**src/rtl/ec2d_pkg.sv**
```systemverilog
// Shared widths, types and helpers for the 2-D elastic collision datapath.
package ec2d_pkg;

  localparam int W     = 32;           // Q16.16 word
  localparam int DW    = W + 1;        // exact position / velocity difference
  localparam int SW    = 15;           // normalized direction magnitude
  localparam int SHW   = 5;            // normalizing shift amount
  localparam int BLW   = 6;            // bit length of a difference magnitude
  localparam int PW    = DW + SW + 1;  // dv_c * s_c product, signed
  localparam int DOTW  = PW + 1;       // dot product, signed
  localparam int DMW   = PW;           // dot magnitude, below 2^48
  localparam int DSW   = 2 * SW + 1;   // |s|^2
  localparam int MSW   = W + 1;        // mass sum, twice a mass
  localparam int CW    = 64;           // dot magnitude * component
  localparam int HW    = CW / 2;       // half of that, for partial products
  localparam int PPW   = MSW + HW;     // one partial product
  localparam int DENW  = 64;           // (m1+m2)*|s|^2
  localparam int NW    = PPW + HW + 1; // rounded numerator
  localparam int QW    = 35;           // quotient bits, change stays below 2^34
  localparam int OW    = QW + 3;       // new velocity before saturation
  localparam int LANES = 4;

  // lane order of the four velocity changes
  localparam int L_FX = 0;
  localparam int L_FY = 1;
  localparam int L_SX = 2;
  localparam int L_SY = 3;

  typedef struct packed {
    logic signed [W-1:0]  v1x;
    logic signed [W-1:0]  v1y;
    logic signed [W-1:0]  v2x;
    logic signed [W-1:0]  v2y;
    logic signed [DW-1:0] dx;
    logic signed [DW-1:0] dy;
    logic [W-1:0]         m1;
    logic [W-1:0]         m2;
    logic                 byp;   // both masses zero: velocities pass through
  } item_t;

  typedef struct packed {
    logic signed [W-1:0] v1x;
    logic signed [W-1:0] v1y;
    logic signed [W-1:0] v2x;
    logic signed [W-1:0] v2y;
    logic [LANES-1:0]    neg;    // sign of each change magnitude
    logic                byp;
  } side_t;

  function automatic logic signed [W-1:0] sat_word(input logic signed [OW-1:0] v);
    logic signed [W-1:0] r;
    r = v[W-1:0];
    if (!v[OW-1] && (|v[OW-2:W-1])) r = {1'b0, {(W-1){1'b1}}};
    if (v[OW-1] && !(&v[OW-2:W-1])) r = {1'b1, {(W-1){1'b0}}};
    return r;
  endfunction

endpackage

```
**src/rtl/ec2d_front.sv**
```systemverilog
// Front end: takes a transaction, forms center and velocity data, classifies the pair.
module ec2d_front import ec2d_pkg::*; (
  input  logic                clk,
  input  logic                rst,
  input  logic                item_valid,
  output logic                item_ready,
  input  logic signed [W-1:0] first_pos_x,
  input  logic signed [W-1:0] first_pos_y,
  input  logic signed [W-1:0] second_pos_x,
  input  logic signed [W-1:0] second_pos_y,
  input  logic signed [W-1:0] first_vel_x,
  input  logic signed [W-1:0] first_vel_y,
  input  logic signed [W-1:0] second_vel_x,
  input  logic signed [W-1:0] second_vel_y,
  input  logic [W-1:0]        first_mass,
  input  logic [W-1:0]        second_mass,
  output logic                q_push,
  output item_t               q_data,
  input  logic                q_full
);

  logic                hold;
  logic signed [W-1:0] p1x, p1y, p2x, p2y, v1x, v1y, v2x, v2y;
  logic [W-1:0]        m1, m2;

  assign item_ready = !hold || !q_full;
  assign q_push     = hold && !q_full;

  always_ff @(posedge clk) begin
    if (rst) begin
      hold <= 1'b0;
    end else if (item_ready) begin
      hold <= item_valid;
    end
  end

  always_ff @(posedge clk) begin
    if (item_ready && item_valid) begin
      p1x <= first_pos_x;
      p1y <= first_pos_y;
      p2x <= second_pos_x;
      p2y <= second_pos_y;
      v1x <= first_vel_x;
      v1y <= first_vel_y;
      v2x <= second_vel_x;
      v2y <= second_vel_y;
      m1  <= first_mass;
      m2  <= second_mass;
    end
  end

  always_comb begin
    q_data.v1x = v1x;
    q_data.v1y = v1y;
    q_data.v2x = v2x;
    q_data.v2y = v2y;
    q_data.dx  = $signed({p2x[W-1], p2x}) - $signed({p1x[W-1], p1x});
    q_data.dy  = $signed({p2y[W-1], p2y}) - $signed({p1y[W-1], p1y});
    q_data.m1  = m1;
    q_data.m2  = m2;
    q_data.byp = (m1 == '0) && (m2 == '0);
  end

endmodule

```
**config.mk**
```make
export PLATFORM = sky130hd
export DESIGN_NAME = ec2d_front
export DESIGN_NICKNAME = d
export VERILOG_FILES = /design/src/rtl/ec2d_pkg.sv /design/src/rtl/ec2d_front.sv
export SDC_FILE = /design/constraint.sdc
export NUM_CORES = 1
export LEC_CHECK = 0
export BUFFER_PORTS_ARGS = -buffer_cell sky130_fd_sc_hd__buf_2
export CORE_AREA = 5 5 221 223
export DETAILED_ROUTE_END_ITERATION = 8
export DIE_AREA = 0 0 226 228
export GPL_TIMING_DRIVEN = 0
export PLACE_DENSITY = 0.59
export SYNTH_ARGS = -nofsm -noshare
export SYNTH_HDL_FRONTEND = slang
export SYNTH_SLANG_ARGS = --single-unit
```
**constraint.sdc**
```tcl
create_clock -name clk -period 9.55 [get_ports clk]
set_clock_uncertainty 0.05 [all_clocks]
set_input_delay 1.4325 -clock clk [delete_from_list [all_inputs] [get_ports clk]]
set_output_delay 1.4325 -clock clk [all_outputs]
set_load 0.02 [all_outputs]
```
# [Word level (Yosys, flattened, before mapping)]
# Cells that the tools add are included.
# W data, S select, Z words.
[word_totals] reg_bits=321 in_bits=324 out_inout_bits=261 elab_cells=21
[classes] n_reduce_logical=8 add_sub_neg=2
[op_table] op="$sub A32 B32 Y33" n=2
[op_table] op="$logic_not A32 Y1" n=2
[op_table] op="$logic_and A1 B1 Y1" n=3
[op_table] op="$logic_not A1 Y1" n=2
[op_table] op="$logic_or A1 B1 Y1" n=1

# [Longest topological paths before layout]
[depth] depth_word=3 ltp_mapped=10

# [Worst setup path after synthesis]
# No wires, ideal clock.
[synth_path] path_kind="input -> register" start="in q_full" end="reg m1[0] (enable)" path_stages=2 required_time_ns=8.777 path_slack_ns=-0.137 setup_ns=0.723 n_path_buf=0 arrival_ns=8.914 path_cell_list="nand2_1 > and2_1"
[synth_via] elab_chain_len=3
[synth_rtl] item="start, declared" line_no="ec2d_front.sv:19" source="input logic q_full"
[synth_rtl] item="$logic_not A1 Y1" line_no="ec2d_front.sv:26" source="assign item_ready = !hold || !q_full;"
[synth_rtl] item="$logic_or A1 B1 Y1" line_no="ec2d_front.sv:26"
[synth_rtl] item="$logic_and A1 B1 Y1" line_no="ec2d_front.sv:38" source="if (item_ready && item_valid) begin"
[synth_rtl] item="end signal, assigned" line_no="ec2d_front.sv:47" source="m1 <= first_mass;"
[synth_rtl] item="end, declared" line_no="ec2d_front.sv:24" source="logic [W-1:0] m1, m2;"
# Every way passes these cells.
# A chain may end at the register's enable or synchronous reset.

==> results.txt <==
Netlist cell types = 70
Die X-Extent = 226 um
clk_lat worst skew = 0.54 ns
Die H = 228 um
period utilization = 49.7%
Post-synth ARST share = 0%
Hold WC Path Type = reg -> reg
H-tree levels = 2
Worst Path Max Fanout = 5
hold path cells = 2
WL final = 45200 um
Gate Count Post-Synth = 926
CP max stage cell = fa_1
CTS Root Buffer Type = clkbuf_16
synth cell count leaders = 320 x edfxtp_1, 82 x inv_1, 64 x ha_1
synth warn = 0
Initial DRT Pass Iterations = 6
Pins Over Slew Limit = 0
post_cts resized = 0
via-per-instance ratio = 4.60
met1 usage = 19.2%
leading area contributor after synthesis = edfxtp_1
CTS Sinks = 321
EDFF count, synth = 320
die area = 51500 sq um
worst vdd ir = 0.000153 V
GRT Util Overall = 16.9%
final hold vios = 0
hold_buf cts = 0
Hold Path End = hold
Area contributors post-synth = edfxtp_1 70%, ha_1 5.8%, a21oi_1 2.3%
number of max-cap violations = 0
core area = 46400 sq um
DP HPWL = 36500 um
Post-route DRC = 0
Critical Path, Cell by Cell = ha_1, fa_1, nand2b_1, a21oi_2, o31ai_4, o21ai_2, a41oi_4, o221ai_2, xor2_1, buf_2
FILL cells = 4415
Leakage = 8.13 nW
PD cells = 204 nW/um^2
GPL Wtd Cong = 0.887
Worst R2R Setup Slack = 7.29 ns
CP peak stage delay = 0.39 ns
Hold Path Origin = hold
RSZ-0062 raised after global routing = false
Port Buf Inserts = 584
ANT nets after route = 0
R2R Path End = p2y[27]
Fin Setup TNS = 0 ns
met3 Track Usage GR = 6.81%
most common flop cell mapped by yosys = edfxtp_1
global-route wire length before repair = 66000 um
M2 GR Usage = 28.6%
Yosys top cell area share = 69.9%
Avg Cell Area, Syn = 14.8 sq um
busiest metal layer after global routing = met2
clock-pin slew on the worst setup and hold paths = 0.06 ns
Starting Density = 29.6%
area growth from synthesis to layout = 37.0%
vias in the first global route = 10600
syn_nets = 1316
Crit Path Category = reg -> out
Mapped Area = 13700 sq um
R2R cell count = 4
total CTS buffers = 39
CTS tree = built
status = completed
Min Clock Period, post-route = 4.75 ns
fmax = 0.211 GHz
count leader, synth = edfxtp_1
Congestion Overflow GR = 0
CTS max path bufs = 3
register area share after synthesis = 70.1%
largest net degree at the start of global routing = 76
Nets = 1945
initial antenna violation count = 32
Post-CTS Repair Setup Buffers = 0
routed length per instance = 20.5 um
Critical Path Sink Type = output pin
Critical Path Start Type = register
final core utilization = 40.6%
Iter 0 DRT Violations = 381
critical path arrival = 3.26 ns
FF-to-FF Start = hold
Rel. slew slack = 45.3%
I/O pins = 585
# setup viols final = 0
share of post-route cells with drive strength above 1 = 43.6%
via count = 10100
# rows = 79
Least-Margin Pin Slew = 0.820 ns
Seq cells post-synth = 321
critical path required time = 8.07 ns
[per-layer routing]
metal / vias to the layer above / part of all wire [%]
met2: 395 / 50
met5: - / 0.31
li1: 4774 / -
met1: 4818 / 37
met3: 106 / 9.4
met4: 22 / 2.8
[cell usage in the layout, fill, tap and decap left out, types with 4 or more instances in the layout]
| cell type | instances |
|---|---|
| clkbuf_1 | 11 |
| bufinv_16 | 4 |
| o21bai_1 | 9 |
| buf_16 | 4 |
| a21o_1 | 31 |
| edfxtp_1 | 320 |
| nand4_1 | 17 |
| nor2b_1 | 5 |
| nand2b_1 | 9 |
| a21oi_2 | 7 |
| o21a_1 | 10 |
| xnor2_1 | 32 |
| o2111ai_1 | 4 |
| a21oi_1 | 63 |
| clkbuf_16 | 39 |
| o21ai_0 | 25 |
| nand3_1 | 13 |
| clkinvlp_4 | 4 |
| nor3_1 | 9 |
| a211o_1 | 4 |
| nor4_1 | 18 |
| xor2_1 | 24 |
| diode_2 | 12 |
| o211ai_1 | 6 |
| clkinv_1 | 10 |
| nand2_1 | 49 |
| buf_2 | 588 |
| nor2_1 | 41 |
| ha_1 | 64 |
| inv_1 | 82 |
| clkbuf_2 | 4 |
[cell type report]
type	instances	area [sq um]	area share, %
Sequential cell	321	9630	51.2
Inverter	82	308	1.64
Tap cell	607	759	4.03
Clock inverter	26	269	1.43
Timing Repair Buffer	588	3030	16.1
Multi-Input combinational cell	506	3730	19.8
Clock buffer	42	987	5.24
Buffer	17	81.3	0.432
Antenna cell	12	30.0	0.160
[cells by family (layout without fill, tap and decap cells)]
kind of cell,after synthesis,in the layout,share of synthesized area [%]
buffers and inverters,99,755,2.83
DFF,321,321,70.1
xor gates and xnor gates,56,56,3.57
AOI/OAI and AO/OA,201,201,10.7
adders and majority gates,66,66,6.12
and+or+nand+nor,183,183,6.70
other,0,12,0
[power by group]
| group | switching [W] | internal (W) |
|---|---|---|
| Combinational | 0.000456 | 0.000252 |
| Sequential | 0.0000272 | 0.00165 |
| Clock | 0.000595 | 0.000863 |
| Total | 0.00108 | 0.00277 |
[metrics by stage]
step / power [W] / setup slack (ns) / area (sq um) / hold WS [ns] / instances
after floorplan: 0.00214 / 3.47 / 13700 / 0.415 / 926
after global placement: 0.00243 / 1.91 / 17400 / 0.442 / 2117
after detailed placement: 0.00242 / 5.38 / 17500 / 0.457 / 2121
after CTS: 0.00391 / 4.76 / 18800 / 0.470 / 2189
after global routing: 0.00402 / 4.63 / 18800 / 0.504 / 2201
final: 0.00384 / 4.80 / 18800 / 0.469 / 2201
[flip-flops by register name, summed over array words and instances (netlist names)]
register and flops:
p1y 32, v2y 32, v1x 32, v1y 32, m1 32, hold 1
v2x 32, p2x 32, p1x 32, m2 32, p2y 32
[how the worst max path moves through the flow]
stage	start	to	slack, ns	cells past startpoint
after CTS	p1x[0]	q_data[124]	4.76	10
final	p1x[0]	q_data[124]	4.80	10
after global placement	q_full	p2y[2]	1.91	3
after floorplan	q_full	m1[0]	3.47	2
after detailed placement	p1x[0]	q_data[124]	5.38	10
after global routing	p1x[0]	q_data[124]	4.63	10
[worst max-delay path, delay by kind of cell (launching register included)]
kind / cells / cell delay, ns
flip-flops: 1 / 0.38
XOR/XNOR: 1 / 0.29
AO/OA/AOI/OAI: 5 / 0.96
adder cells (fa/ha/maj): 2 / 0.63
AND/OR/NAND/NOR: 1 / 0.19
buffers and inverters: 1 / 0.25
Power figures use the tool's default switching activity.
