==> config.mk <==
export PLATFORM = sky130hd
export DESIGN_NAME = ec2d_fifo
export DESIGN_NICKNAME = d
export VERILOG_FILES = /design/src/rtl/ec2d_pkg.sv /design/src/rtl/ec2d_fifo.sv
export SDC_FILE = /design/constraint.sdc
export NUM_CORES = 1
export LEC_CHECK = 0
export BUFFER_PORTS_ARGS = -buffer_cell sky130_fd_sc_hd__buf_2
export CAP_MARGIN = 20
export CORE_MARGIN = 3
export CORE_UTILIZATION = 40
export CTS_CLUSTER_DIAMETER = 150
export DETAILED_ROUTE_END_ITERATION = 10
export GPL_ROUTABILITY_DRIVEN = 0
export PLACE_DENSITY_LB_ADDON = 0.25
export SYNTH_ARGS = -nofsm -noshare
export SYNTH_HDL_FRONTEND = slang
export SYNTH_SLANG_ARGS = --single-unit
==> constraint.sdc <==
create_clock -name clk -period 8.6 [get_ports clk]
set_input_delay 0.86 -clock clk [delete_from_list [all_inputs] [get_ports clk]]
set_output_delay 0.86 -clock clk [all_outputs]
set_load 0.05 [all_outputs]
==> src/rtl/ec2d_pkg.sv <==
// Shared widths, types and helpers for the 2-D elastic collision datapath.
package ec2d_pkg;

  localparam int W     = 32;           // Q16.16 word
  localparam int DW    = W + 1;        // exact position / velocity difference
  localparam int SW    = 15;           // normalized direction magnitude
  localparam int SHW   = 5;            // normalizing shift amount
  localparam int BLW   = 6;            // bit length of a difference magnitude
  localparam int PW    = DW + SW + 1;  // dv_c * s_c product, signed
  localparam int DOTW  = PW + 1;       // dot product, signed
  localparam int DMW   = PW;           // dot magnitude, below 2^48
  localparam int DSW   = 2 * SW + 1;   // |s|^2
  localparam int MSW   = W + 1;        // mass sum, twice a mass
  localparam int CW    = 64;           // dot magnitude * component
  localparam int HW    = CW / 2;       // half of that, for partial products
  localparam int PPW   = MSW + HW;     // one partial product
  localparam int DENW  = 64;           // (m1+m2)*|s|^2
  localparam int NW    = PPW + HW + 1; // rounded numerator
  localparam int QW    = 35;           // quotient bits, change stays below 2^34
  localparam int OW    = QW + 3;       // new velocity before saturation
  localparam int LANES = 4;

  // lane order of the four velocity changes
  localparam int L_FX = 0;
  localparam int L_FY = 1;
  localparam int L_SX = 2;
  localparam int L_SY = 3;

  typedef struct packed {
    logic signed [W-1:0]  v1x;
    logic signed [W-1:0]  v1y;
    logic signed [W-1:0]  v2x;
    logic signed [W-1:0]  v2y;
    logic signed [DW-1:0] dx;
    logic signed [DW-1:0] dy;
    logic [W-1:0]         m1;
    logic [W-1:0]         m2;
    logic                 byp;   // both masses zero: velocities pass through
  } item_t;

  typedef struct packed {
    logic signed [W-1:0] v1x;
    logic signed [W-1:0] v1y;
    logic signed [W-1:0] v2x;
    logic signed [W-1:0] v2y;
    logic [LANES-1:0]    neg;    // sign of each change magnitude
    logic                byp;
  } side_t;

  function automatic logic signed [W-1:0] sat_word(input logic signed [OW-1:0] v);
    logic signed [W-1:0] r;
    r = v[W-1:0];
    if (!v[OW-1] && (|v[OW-2:W-1])) r = {1'b0, {(W-1){1'b1}}};
    if (v[OW-1] && !(&v[OW-2:W-1])) r = {1'b1, {(W-1){1'b0}}};
    return r;
  endfunction

endpackage

==> src/rtl/ec2d_fifo.sv <==
// Short queue between the front end and the datapath.
module ec2d_fifo import ec2d_pkg::*; #(
  parameter int DEPTH = 4
) (
  input  logic  clk,
  input  logic  rst,
  input  logic  push,
  input  item_t wdata,
  output logic  full,
  input  logic  pop,
  output item_t rdata,
  output logic  nonempty
);

  localparam int AW   = (DEPTH > 1) ? $clog2(DEPTH) : 1;
  localparam int CNTW = $clog2(DEPTH + 1);

  item_t           mem [DEPTH];
  logic [AW-1:0]   wp, rp, wp_next, rp_next;
  logic [CNTW-1:0] count;

  assign wp_next  = (wp == AW'(DEPTH - 1)) ? '0 : wp + 1'b1;
  assign rp_next  = (rp == AW'(DEPTH - 1)) ? '0 : rp + 1'b1;
  assign full     = (count == CNTW'(DEPTH));
  assign nonempty = (count != '0);
  assign rdata    = mem[rp];

  always_ff @(posedge clk) begin
    if (push) begin
      mem[wp] <= wdata;
    end
  end

  always_ff @(posedge clk) begin
    if (rst) begin
      wp    <= '0;
      rp    <= '0;
      count <= '0;
    end else begin
      if (push) wp <= wp_next;
      if (pop) rp <= rp_next;
      case ({push, pop})
        2'b10:   count <= count + 1'b1;
        2'b01:   count <= count - 1'b1;
        default: count <= count;
      endcase
    end
  end

  a_pop_nonempty: assert property (@(posedge clk) disable iff (rst) pop |-> nonempty)
    else $error("queue popped while empty");
  a_push_not_full: assert property (@(posedge clk) disable iff (rst) push |-> !full)
    else $error("queue pushed while full");
  a_count_up: assert property (@(posedge clk) disable iff (rst)
    (push && !pop) |=> count == $past(count) + 1'b1)
    else $error("queue count lost a push");

endmodule

# Word-level counts from Yosys, hierarchy flattened

Memories as Yosys holds them, arrays and structs flattened. A register that Yosys moved wholly into a read port is not among the register bits.
Index checks and enable logic that the tools add are counted.

Add/sub/neg operators: 4
Equal/unequal tests: 5
Mux-type cells: 7
Reduce and logical (&&, ||, !) cells: 2

Operator list:

| kind                                                                | count |
|---|---|
| 2-bit two-way mux                                                   | 4 |
| 2-bit == test (second input constant)                               | 3 |
| 3-bit one-hot mux with 2 select lines                               | 1 |
| 2-bit by 1-bit adder with 2-bit output (second input constant)      | 2 |
| 3-bit by 1-bit adder with 3-bit output (second input constant)      | 1 |
| 3-bit == test (second input constant)                               | 1 |
| 3-bit nonzero test                                                  | 1 |
| 3-bit by 1-bit subtractor with 3-bit output (second input constant) | 1 |
| 2-bit by 1-bit == test with 1-bit output (second input constant)    | 1 |
| 1-bit two-way mux                                                   | 2 |
| 2-bit nonzero test                                                  | 1 |

Register bits after elaboration: 7
RAM bits: 1,036
Output and inout port bits: 261
Memories kept: 1

Memory list:

| name | depth | bits a word | read ports | clocked after memory_dff | wr ports | line            | text |
|---|---|---|---|---|---|---|---|
| mem  | 4     | 259         | 1          | 1                        | 1        | ec2d_fifo.sv:18 | `item_t mem [DEPTH];` |

# Logic depth before layout (Yosys ltp)

Gate-level depths: netlist of the first run.

Depth in word-level cells: 4
Mapped depth: 7
Gate-level depth less buffers: 7

# Least setup slack after synthesis of the first run

OpenSTA, ideal clock, no wires.

Path kind: in2reg
From: input port push
To: memory mem[0][0] (netlist bit), enable pin
Setup time: 0.652 ns
Data arrival time: 6.713 ns
Required time: 7.948 ns
Slack: 1.236 ns
Cell stages on the path: 1
Path buffers: 0
Cells stage by stage: and2_1

Cells in the longest elaborated chain, start to end: 2

RTL lines:

| what                                    | line            | text |
|---|---|---|
| start: declaration                      | ec2d_fifo.sv:7  | `input logic push,` |
| 1-bit two-way mux                       | ec2d_fifo.sv:29 | `if (push) begin` |
| 1-bit two-way mux (implied by the code) | ec2d_fifo.sv:30 | `mem[wp] <= wdata;` |
| end: declaration                        | ec2d_fifo.sv:18 |  |

No other way between the ends.

==> out/qor.yml, run 1 <==
outcome:
  status: "complete, no violations"
grt:
  grt-busiest-layer: "met2"
  grt_pass1_wl_um: 114000
  grt_max_degree: 136
  antenna_found_initial: 28
  met3_usage: 0.0585
  grt_use_met2: 0.245
  grtUsageTotal: 0.154
  grt_pass1_vias: 17854
  overflow: 0
  grtUsageMet1: 0.195
detailed_routing:
  avgViaCountPerCell: 5.02
  ant_nets: 0
  drt_pre_antenna_iters: 5
  drc: 0
  vias: 16811
  first_iter_violations: 1270
  finalWirelength_um: 75900
  wire_per_inst_um: 22.6
critical_path:
  critPathMaxFanout: 99
  critPathArrivalTime_ns: 3.41
  reg2reg_slack_ns: 5.49
  required_ns: 7.74
  r2r_end: "mem[3][102]"
  end_kind: "output port"
  startpoint_type: "flip-flop"
  rr_startpoint: "wp[0]"
  crit_type: "flip-flop to output port"
  reg2reg_depth: 4
cells_and_area:
  drive_gt1_frac: 0.457
  nNetsFinal: 2260
  syn2layout_area_growth_pct: 19.4
  fin_area_sq_um: 45200
  multi_input_area_sq_um: 6090
  fill_cells: 7690
  seq_area_sq_um: 31300
yosys:
  syn-instance-count: 1401
  synth_cell_type_count: 18
  syn_avg_cell_area_sq_um: 27.0
  synth-main-ff-cell: "edfxtp_1"
  yosysMostFrequentCell: "edfxtp_1"
  synthArstFlopShare: 0
  yosys_warnings: 0
  ys_seq_elements: 1045
  syn_area_sq_um: 37800
  synthTopCellsByCount: "edfxtp_1, mux4_2, buf_2"
  yosysTopAreaCell: "edfxtp_1"
  synth_edf_count: 1036
  syn_nets: 1671
  synthTopCellsByArea: "edfxtp_1, mux4_2, buf_6, dfxtp_1, buf_2"
  synth_top_area_frac: 0.822
  yosysSeqAreaShare: 0.827
sta:
  tns_ns: 0
  fin_skew_ns: 0.0131
  period_minus_slack_ns: 4.27
  maxSlewHeadroom: 0.217
  finalHoldViolCount: 0
  worst_pin_slew_ns: 1.18
  fin_hold_ws_ns: 0.389
  rsz0062_at_grt: "no"
  max_freq_ghz: 0.234
  final-max-slew-violation-count: 0
  fin_crit_sh: 0.497
  setup_violations: 0
clock_tree:
  cts_tree: "done"
  cts-root-buf: "clkbuf_16"
  cts_sinks: 1045
  htreeDepth: 3
  clk-insertion-delay-late_ns: 0.67
  ctsResizeCount: 0
  hold_buffers: 0
  post-cts-setup-buffers: 0
  clk_pin_slew_worst_paths_ns: 0.06
  cts_max_path_buffers: 3
  numCtsBuffers: 105
placed_design:
  dp_hpwl_um: 45200
  placed_area_sq_um: 41800
  io_buffers: 523
job:
  drv_cap: 0
floorplan:
  die_h_um: 314
  start_util: 0.404
  ios: 524
  die_w_um: 314
  coreArea_sq_um: 93600
  row_count: 112
  dieArea_sq_um: 98300
power_and_ir_drop:
  p_per_area_nw_per_um2: 256
  p_leak_uw: 0.0149
  ir_worst_vdd_v: 0.000190
hold_path:
  min_to: "mem[1][229]"
  worstHoldStart: "wdata[229]"
  worstHoldPathType: "input pin to flip-flop"
  holdPathStages: 1
state kept, by name (all words and copies together), names as in the netlist, named ones only:
register  count
mem        1036
count         3
rp            2
wp            2
worst max-delay path: stages, from the launching register on:
cell,delay [ns]
dfxtp_4,0.95
buf_12,0.54
mux4_2,0.65
buf_2,0.24
layout make-up:
type / count / area share
clock inverters: 64 / 0.0127
diodes: 20 / 0.00111
inverters: 7 / 0.000582
repair buffers: 540 / 0.0627
clock buffers: 131 / 0.0603
multi-input cells: 291 / 0.135
flip-flops and latches: 1045 / 0.693
well taps: 1254 / 0.0347
report_power, final:
group	internal [uW]	switching [uW]	total, uW
logic	391	975	1370
clock network	2470	1860	4330
registers	5820	57.4	5880
cell usage in the layout (no fill, tap or decap), types with 6 or more instances in the layout:
cell type and n:
mux4_2 259, buf_4 10, ha_1 6, buf_2 523
bufinv_16 7, inv_1 7, clkbuf_16 105, edfxtp_1 1036
buf_12 7, dfxtp_1 7, clkbuf_1 26, nor2_1 7
clkinv_1 25, diode_2 20, clkinv_2 18
per-layer routing:
metal | share of wire | vias to the layer above
met5 | 0.0017 | -
met4 | 0.026 | 22
met3 | 0.087 | 157
met2 | 0.49 | 500
met1 | 0.39 | 8791
li1 | - | 7341
through the flow:
step	setup WS, ns	power (uW)	instances	util
3_5_place_dp	4.93	7380	3137	0.447
5_1_grt	3.95	12000	3339	0.482
2_1_floorplan	1.24	7020	1401	-
6_report	4.33	11600	3352	0.482
3_3_place_gp	4.92	7350	3137	0.447
4_1_cts	4.16	11800	3332	0.482
worst max-delay path by stage:
stage,end,cells after the start,from
after floorplan,mem[0][0],1,push
after global placement,rdata[58],3,flip-flop
after detailed placement,rdata[58],3,flip-flop
after CTS,rdata[58],3,flip-flop
after global routing,rdata[58],3,flip-flop
final,rdata[58],3,flip-flop
cells by family (layout without fill, tap and decap cells):
group | count (synthesis) | in the layout | share of synthesized area
flops | 1045 | 1045 | 0.827
mux | 261 | 261 | 0.155
xor+xnor | 2 | 2 | 0.000463
other cells | 0 | 20 | 0
buf+inv | 65 | 742 | 0.0123
compound gates | 5 | 5 | 0.000661
fa+ha+maj | 7 | 7 | 0.00251
simple gates | 16 | 16 | 0.00225
(Power assumes the default switching activity.)
==> run 2: changes to the inputs <==
- clock period: 8.6 -> 3.8 ns (I/O delays scaled with it)
==> run 2 against run 1 <==
  * Cell count grew 8.4%
  * Global-route usage grew 0.93 points
  * Design area rose by 7.2%
  * Non-clock buffer count increased by 301
  * Critical path type unchanged
  * Critical endpoint is now rdata[181]
  * Highest routed layer unchanged
==> out/qor.yml, run 2 (synthesis gave the netlist of run 1 again) <==
detailed_routing:
  finalWirelength_um: 79900
  drt_pre_antenna_iters: 5
  wire_per_inst_um: 22.0
  vias: 18010
  ant_nets: 0
  drc: 0
  avgViaCountPerCell: 4.96
  first_iter_violations: 1351
sta:
  rsz0062_at_grt: "no"
  worst_pin_slew_ns: 0.988
  maxSlewHeadroom: 0.341
  setup_violations: 0
  tns_ns: 0
  fin_ws_ns: 0.824
  period_minus_slack_ns: 2.98
  fin_crit_sh: 0.783
  final-max-slew-violation-count: 0
  max_freq_ghz: 0.336
  fin_skew_ns: 0.0203
  finalHoldViolCount: 0
grt:
  grt_max_degree: 101
  antenna_found_initial: 6
  grt_pass1_wl_um: 121000
  grtUsageTotal: 0.163
  overflow: 0
  grt_pass1_vias: 19470
hold_path:
  holdPathStages: 3
  min_to: "wp[1]"
  worstHoldStart: "push"
  worstHoldPathType: "input pin to flip-flop"
clock_tree:
  hold_buffers: 261
  cts_sinks: 1045
  post-cts-setup-buffers: 0
  htreeDepth: 3
  cts_max_path_buffers: 3
  clk_pin_slew_worst_paths_ns: 0.06
  cts_tree: "done"
  ctsResizeCount: 0
  numCtsBuffers: 105
  clk-insertion-delay-late_ns: 0.67
  cts-root-buf: "clkbuf_16"
cells_and_area:
  top_regs: "mem: 1036 flops, count: 3 flops"
  largest_register_ffs: 1036
  layout_commonest_cell: "edfxtp_1"
  drive_gt1_frac: 0.417
  nNetsFinal: 2561
  seq_area_sq_um: 31300
  layout_common_cells: "edfxtp_1, buf_2, dlygate4sd3_1"
  regMostFlops: "mem"
  multi_input_area_sq_um: 6090
  syn2layout_area_growth_pct: 28.0
  fill_cells: 7417
  fin_area_sq_um: 48400
critical_path:
  rr_startpoint: "wp[0]"
  startpoint_type: "flip-flop"
  end_kind: "output port"
  crit_type: "flip-flop to output port"
  critPathMaxFanout: 30
  reg2reg_slack_ns: 1.67
  critPathArrivalTime_ns: 2.60
  required_ns: 3.42
  r2r_end: "mem[0][40]"
  reg2reg_depth: 4
outcome:
  status: "complete, no violations"
placed_design:
  io_buffers: 523
  placed_area_sq_um: 42400
  place_ws_ns: 1.44
  dp_hpwl_um: 49200
floorplan:
  row_count: 112
  coreArea_sq_um: 93600
  dieArea_sq_um: 98300
  ios: 524
  die_w_um: 314
  start_util: 0.404
  die_h_um: 314
power_and_ir_drop:
  p_per_area_nw_per_um2: 554
  p_leak_uw: 0.0163
  ir_worst_vdd_v: 0.000478
job:
  drv_cap: 0
[run 2: worst max-delay path by stage]
| stage | endpoint | slack (ns) | depth (start not counted) |
|---|---|---|---|
| after floorplan | mem[3][0] | 0.99 | 2 |
| after global placement | rdata[181] | 1.47 | 4 |
| after detailed placement | rdata[55] | 1.44 | 4 |
| after CTS | rdata[110] | 0.67 | 4 |
| after global routing | rdata[54] | 0.62 | 4 |
| final | rdata[181] | 0.82 | 4 |
[run 2: critical path: stages (launching register included)]
cell,delay (ns)
dfxtp_4,0.62
buf_12,0.27
buf_4,0.33
mux4_2,0.38
buf_2,0.24
[run 2: cell type report]
| type | count | share of cell area |
|---|---|---|
| clock buffer | 124 | 0.0562 |
| sequential | 1045 | 0.646 |
| timing repair buffer | 841 | 0.125 |
| antenna | 5 | 0.000258 |
| clock inverter | 66 | 0.0139 |
| inverter | 7 | 0.000543 |
| multi-input combinational | 291 | 0.126 |
| tap | 1254 | 0.0324 |
[run 2: stage by stage]
step / total power (uW) / util / std cells / hold WS (ns)
floorplan: 15800 / - / 1401 / 0.449
global placement: 16700 / 0.453 / 3177 / 0.475
detailed placement: 16800 / 0.453 / 3177 / 0.512
CTS: 27200 / 0.517 / 3628 / 0.00798
global route: 27800 / 0.517 / 3631 / 0.0955
finish: 26800 / 0.517 / 3633 / 0.0935
[run 2: metal layers]
metal  part of all wire  up-vias  GRT usage  wire length [um]
met3              0.070      116     0.0473              5620
li1                   -     7912          -                 -
met1               0.40     9477      0.209             31700
met4              0.021        2     0.0437              1700
met5            0.00014        -          0                11
met2               0.51      503      0.274             40900
[run 2: power breakdown]
group          total, uW  switching [uW]  internal [uW]  leakage [uW]
Clock              10100            4150           5920       0.00163
Combinational       3470            2340           1130       0.00510
Sequential         13300             105          13200       0.00959
